==> config.mk <==
export PLATFORM = sky130hd
export DESIGN_NAME = uaa_scan_ctrl
export DESIGN_NICKNAME = d
export VERILOG_FILES = /design/src/hdl/uaa_pkg.sv /design/src/hdl/uaa_scan_ctrl.sv
export SDC_FILE = /design/constraint.sdc
export NUM_CORES = 1
export LEC_CHECK = 0
export BUFFER_PORTS_ARGS = -buffer_cell sky130_fd_sc_hd__buf_2
export CORE_MARGIN = 5
export CORE_UTILIZATION = 40
export DETAILED_ROUTE_END_ITERATION = 6
export GPL_TIMING_DRIVEN = 0
export PLACE_DENSITY = 0.65
export SLEW_MARGIN = 30
export SYNTH_ARGS = -nofsm -noshare
export SYNTH_HDL_FRONTEND = slang
export SYNTH_SLANG_ARGS = --single-unit
==> constraint.sdc <==
create_clock -name clk -period 4.3 [get_ports clk]
set_clock_uncertainty 0.2 [all_clocks]
set_input_delay 0.86 -clock clk [delete_from_list [all_inputs] [get_ports clk]]
set_output_delay 0.86 -clock clk [all_outputs]
set_load 0.01 [all_outputs]
==> src/hdl/uaa_pkg.sv <==
// ============================================================================
// uaa_pkg
// Shared types for the node address assigner: state, status codes and the
// command group sent from the scan controller to the id table.
// ============================================================================
package uaa_pkg;

    // Result status codes.
    typedef enum logic [1:0] {
        STAT_KNOWN   = 2'd0,
        STAT_NEW     = 2'd1,
        STAT_FULL    = 2'd2,
        STAT_CLEARED = 2'd3
    } status_t;

    // Scan controller states.
    typedef enum logic [1:0] {
        ST_IDLE,
        ST_SCAN,
        ST_RESP
    } state_t;

    // Commands from the controller to the id table.
    typedef struct packed {
        logic rd_en;
        logic wr_en;
        logic clr;
    } tbl_cmd_t;

endpackage

==> src/hdl/uaa_scan_ctrl.sv <==
// ============================================================================
// uaa_scan_ctrl
// Request sequencer: walks the slot table one read per cycle, tracks the
// lowest free slot, claims it on a miss and holds the result beat.
// ============================================================================
module uaa_scan_ctrl #(
    parameter int TABLE_SLOTS = 256,
    parameter int AW          = 8
) (
    input  logic               clk,
    input  logic               rst_n,
    input  logic               s_tvalid,
    output logic               s_tready,
    input  logic               s_func,
    input  logic [31:0]        s_id,
    output logic               m_tvalid,
    input  logic               m_tready,
    output logic [1:0]         m_status,
    output logic [7:0]         m_addr,
    output logic [31:0]        m_id,
    output uaa_pkg::tbl_cmd_t  cmd,
    output logic [AW-1:0]      rd_addr,
    output logic [AW-1:0]      wr_addr,
    output logic [31:0]        wr_data,
    input  logic [31:0]        rd_data,
    input  logic               rd_used
);
    import uaa_pkg::*;

    localparam logic [AW-1:0] LAST_SLOT = AW'(TABLE_SLOTS - 1);

    state_t        state_reg, state_next;
    logic [31:0]   id_reg;
    logic [AW-1:0] scan_addr_reg;
    logic          free_found_reg;
    logic [AW-1:0] free_addr_reg;
    status_t       res_status_reg;
    logic [7:0]    res_addr_reg;
    logic          m_tvalid_reg;
    status_t       out_status_reg;
    logic [7:0]    out_addr_reg;
    logic [31:0]   out_id_reg;

    logic hit;
    logic at_last;
    logic load_out;

    // Data for scan_addr_reg is on the table output during ST_SCAN.
    assign hit     = rd_used && (rd_data == id_reg);
    assign at_last = (scan_addr_reg == LAST_SLOT);

    always_comb
    begin
        state_next = state_reg;
        unique case (state_reg)
            ST_IDLE:
            begin
                if (s_tvalid)
                begin
                    state_next = s_func ? ST_RESP : ST_SCAN;
                end
            end
            ST_SCAN:
            begin
                if (hit || at_last)
                begin
                    state_next = ST_RESP;
                end
            end
            ST_RESP:
            begin
                if (load_out)
                begin
                    state_next = ST_IDLE;
                end
            end
            default:
            begin
                state_next = ST_IDLE;
            end
        endcase
    end

    always_comb
    begin
        s_tready  = 1'b0;
        cmd       = '0;
        rd_addr   = scan_addr_reg + 1'b1;
        load_out  = 1'b0;
        unique case (state_reg)
            ST_IDLE:
            begin
                s_tready = 1'b1;
                if (s_tvalid)
                begin
                    if (s_func)
                    begin
                        cmd.clr = 1'b1;
                    end
                    else
                    begin
                        cmd.rd_en = 1'b1;
                        rd_addr   = AW'(1);
                    end
                end
            end
            ST_SCAN:
            begin
                if (!hit && !at_last)
                begin
                    cmd.rd_en = 1'b1;
                end
                if (!hit && at_last && free_found_reg)
                begin
                    cmd.wr_en = 1'b1;
                end
            end
            ST_RESP:
            begin
                load_out = !m_tvalid_reg || m_tready;
            end
            default:
            begin
                s_tready = 1'b0;
            end
        endcase
    end

    assign wr_addr = free_addr_reg;
    assign wr_data = id_reg;

    always_ff @(posedge clk or negedge rst_n)
    begin
        if (!rst_n)
        begin
            state_reg      <= ST_IDLE;
            free_found_reg <= 1'b0;
            m_tvalid_reg   <= 1'b0;
        end
        else
        begin
            state_reg <= state_next;
            if (state_reg == ST_IDLE && s_tvalid)
            begin
                free_found_reg <= 1'b0;
            end
            else if (state_reg == ST_SCAN && !rd_used && !free_found_reg && !at_last)
            begin
                free_found_reg <= 1'b1;
            end
            if (load_out)
            begin
                m_tvalid_reg <= 1'b1;
            end
            else if (m_tready)
            begin
                m_tvalid_reg <= 1'b0;
            end
        end
    end

    always_ff @(posedge clk)
    begin
        if (state_reg == ST_IDLE && s_tvalid)
        begin
            id_reg         <= s_id;
            scan_addr_reg  <= AW'(1);
            res_status_reg <= STAT_CLEARED;
            res_addr_reg   <= 8'd0;
        end
        else if (state_reg == ST_SCAN)
        begin
            scan_addr_reg <= scan_addr_reg + 1'b1;
            if (!rd_used && !free_found_reg && !at_last)
            begin
                free_addr_reg <= scan_addr_reg;
            end
            if (hit)
            begin
                res_status_reg <= STAT_KNOWN;
                res_addr_reg   <= 8'(scan_addr_reg);
            end
            else if (at_last)
            begin
                res_status_reg <= free_found_reg ? STAT_NEW : STAT_FULL;
                res_addr_reg   <= free_found_reg ? 8'(free_addr_reg) : 8'd0;
            end
        end
        if (load_out)
        begin
            out_status_reg <= res_status_reg;
            out_addr_reg   <= res_addr_reg;
            out_id_reg     <= id_reg;
        end
    end

    assign m_tvalid = m_tvalid_reg;
    assign m_status = out_status_reg;
    assign m_addr   = out_addr_reg;
    assign m_id     = out_id_reg;

    // A slot is only claimed at the end of a full walk that saw a free slot.
    a_claim_after_walk: assert property (@(posedge clk) disable iff (!rst_n)
        cmd.wr_en |-> (state_reg == ST_SCAN) && at_last && free_found_reg)
        else $error("slot claimed outside the end of a walk");

    // The reserved slot 0 is never part of a walk.
    a_no_slot_zero: assert property (@(posedge clk) disable iff (!rst_n)
        cmd.rd_en |-> (rd_addr != '0) && (rd_addr <= LAST_SLOT))
        else $error("table read outside slots 1 to last");

    // A known or new address is never zero.
    a_addr_nonzero: assert property (@(posedge clk) disable iff (!rst_n)
        (m_tvalid && (m_status == STAT_KNOWN || m_status == STAT_NEW))
        |-> (m_addr != 8'd0))
        else $error("assigned address is zero");

    // A walk ends with a result, never straight back to idle.
    a_walk_ends_resp: assert property (@(posedge clk) disable iff (!rst_n)
        (state_reg == ST_SCAN) |=> (state_reg == ST_SCAN || state_reg == ST_RESP))
        else $error("walk left without a result");

endmodule

==> results.json <==
{
  "status": "complete, no violations",
  "cp_top_family": "simple AND/OR/NAND/NOR gates",
  "clock_tree.root_cell": "clkbuf_8",
  "diodes": 0,
  "clk_pin_slew_ps": 90,
  "grt_max_degree": 42,
  "grt_pass1_vias": 2883,
  "cts.sinks": 104,
  "hp-class": "input port to async pin",
  "floorplan.initialDensity": 0.413,
  "ys.flop_type": "edfxtp_1",
  "leakagePower_nw": 2.19,
  "fin_nets": 528,
  "netlist_instances": 279,
  "setup.worst_path.start_class": "input port",
  "drc_errors": 0,
  "grt-ovfl-total": 0,
  "synthArstFlopShare": 0.0385,
  "syn-num-nets": 350,
  "critical_path_class": "input port to primary output",
  "viasPerCell": 4.86,
  "drive_above_1_share": 0.413,
  "yosysSeqAreaShare": 0.721,
  "setup_viol": 0,
  "port_buffers": 164,
  "die_area_um2": 12200,
  "synth_edf_count": 82,
  "cts_tree": "done",
  "synth_cell_types": 33,
  "avgSynthCellArea_um2": 14.5,
  "min_period_ps": 3730,
  "drv_cap": 0,
  "report.final.hold_viol_count": 0,
  "fill_cells": 860,
  "critPathArrivalTime_ps": 2670,
  "dp.final_hpwl_um": 7750,
  "cp-startpoint": "rd_data[11]",
  "rsz0062_at_grt": "no",
  "die_y_um": 111,
  "wl_per_cell_um": 17.1,
  "finalCritPeriodShare": 0.868,
  "seq_area_um2": 2920,
  "crit_path_top_delay_cell": "nor4_4",
  "utilization": 0.538,
  "vdd_drop_max_mv": 0.267,
  "worstPathMaxFanout": 10,
  "ctsHoldBuffers": 0,
  "timing.rr.start": "wr_data[11]",
  "finalWeightedCongestion": 0.836,
  "antenna_found_initial": 0,
  "gr-usage-all-layers": 0.166,
  "syn-cell-area_um2": 4050,
  "h-tree-depth": 3,
  "postCtsSetupBuffers": 0,
  "max_freq_mhz": 268,
  "io_pins": 165,
  "fp.dieW_um": 111,
  "coreArea_um2": 9820,
  "p_per_area_nw_per_um2": 548,
  "multi_input_comb_area_um2": 1070,
  "crit_path_frequent_cell": "buf_2",
  "crit_chain": "buf_2 -> xor2_1 -> nor4_1 -> nand2_1 -> nor4_4 -> buf_6 -> o32ai_1 -> buf_2",
  "drt_iter0_markers": 129,
  "synth_warnings": 0,
  "rows": 36,
  "clockBufferDepth": 2,
  "first_pass_iters": 4,
  "worstPathRequired_ps": 3240,
  "antenna_left": 0,
  "area_growth_pct": 30.4,
  "critPathBufInv": 3,
  "cts_made_buffers": 9,
  "max_stage_delay_ps": 480,
  "slew_headroom": 0.617,
  "final.setup.tns_ps": 0,
  "vias": 2890,
  "worst_pin_slew_ps": 575,
  "slew_violations": 0,
  "clk_latency_ps": 360,
  "finalWirelength_um": 10200,
  "endpoint_kind": "primary output",
  "cts.repair.resized": 0,
  "synth_seq_cells": 104,
  "grt_pass1_wl_um": 16100
}
synth_stat cells, types with 4 or more instances:
cell | count | share of area
nor2_1 | 17 | 0.016
xnor2_1 | 5 | 0.011
dfxtp_1 | 18 | 0.089
and3_1 | 10 | 0.015
a211o_1 | 9 | 0.019
edfxtp_1 | 82 | 0.61
nor4_1 | 8 | 0.012
a21oi_1 | 15 | 0.019
dfrtp_1 | 4 | 0.025
o21ai_0 | 4 | 0.0049
clkbuf_1 | 6 | 0.0056
xor2_1 | 36 | 0.078
nand2_1 | 13 | 0.012
nand3b_1 | 7 | 0.013
nand3_1 | 14 | 0.017
area by class of cell:
| type | instances | share of cell area |
|---|---|---|
| sequential | 104 | 0.553 |
| multi-input combinational | 160 | 0.202 |
| timing repair buffer | 167 | 0.167 |
| tap | 133 | 0.0315 |
| clock buffer | 12 | 0.0256 |
| buffer | 12 | 0.0133 |
| clock inverter | 4 | 0.00592 |
| inverter | 3 | 0.00213 |
logic make-up (layout without fill, tap and decap cells):
kind of cell | count (synthesis) | count (layout) | share of synthesized area
DFF | 104 | 104 | 0.721
muxes | 1 | 1 | 0.00247
adders and majority gates | 1 | 1 | 0.00309
xor gates and xnor gates | 41 | 41 | 0.0886
buffers and inverters | 15 | 198 | 0.0191
and+or+nand+nor | 84 | 84 | 0.113
AOI/OAI and AO/OA | 33 | 33 | 0.0528
power breakdown:
group	switching, mW	internal, mW
Sequential	0.139	1.38
Combinational	0.483	0.356
Clock	0.325	0.212
final timing paths:
check / end / slack, ps / cells after the start
min in group clk: wr_addr[5] / 250 / 0
setup / recovery: cmd[2] / 570 / 8
hold / removal: state_reg[1] / 90 / 1
hold reg to reg: wr_addr[5] / 250 / 0
max in group asynchronous: state_reg[0] / 3680 / 1
setup reg to reg: res_addr_reg[3] / 1780 / 7
cells in the final DEF, fill, tap and decap left out, types with 2 or more instances in the layout:
cell,instances
clkbuf_8,9
and3_1,10
nor4_1,7
nand2_1,13
inv_1,3
o32ai_1,2
edfxtp_1,82
xnor2_1,5
clkbuf_1,8
nand2b_1,3
nor2_1,17
dfxtp_1,18
buf_4,3
a21oi_1,15
buf_16,2
buf_2,167
clkinvlp_4,3
nand3_1,14
nor2b_1,2
xor2_1,36
nor3_1,2
dfrtp_1,4
a211o_1,9
o21ai_0,4
or3_1,3
nand3b_1,7
layer usage:
metal  track usage  vias to the layer above  wire (um)  part of all wire
met5             0                        -          0                 0
met4        0.0419                        0         92            0.0090
met3        0.0529                        7        772             0.076
met2         0.274                      140       4960              0.49
met1         0.212                     1364       4370              0.43
li1              -                     1379          -                 -
worst register-to-register path: cells and delay by family (launching register included):
kind	cells	cell delay, ps
simple gates	3	1080
flops	1	430
compound gates	2	320
buf+inv	1	210
xor+xnor	1	180
metrics by stage:
stage | setup slack [ps] | instance area (um2) | hold WS (ps) | power (mW) | std cells
6_report | 566 | 5290 | 87.8 | 2.90 | 595
5_1_grt | 459 | 5290 | 63.5 | 3.07 | 595
4_1_cts | 554 | 5290 | 68.8 | 2.93 | 595
3_5_place_dp | 595 | 5120 | 224 | 2.39 | 579
3_3_place_gp | -282 | 5040 | 213 | 2.33 | 576
2_1_floorplan | 766 | 4050 | 206 | 1.99 | 279
(Power assumes the default switching activity.)
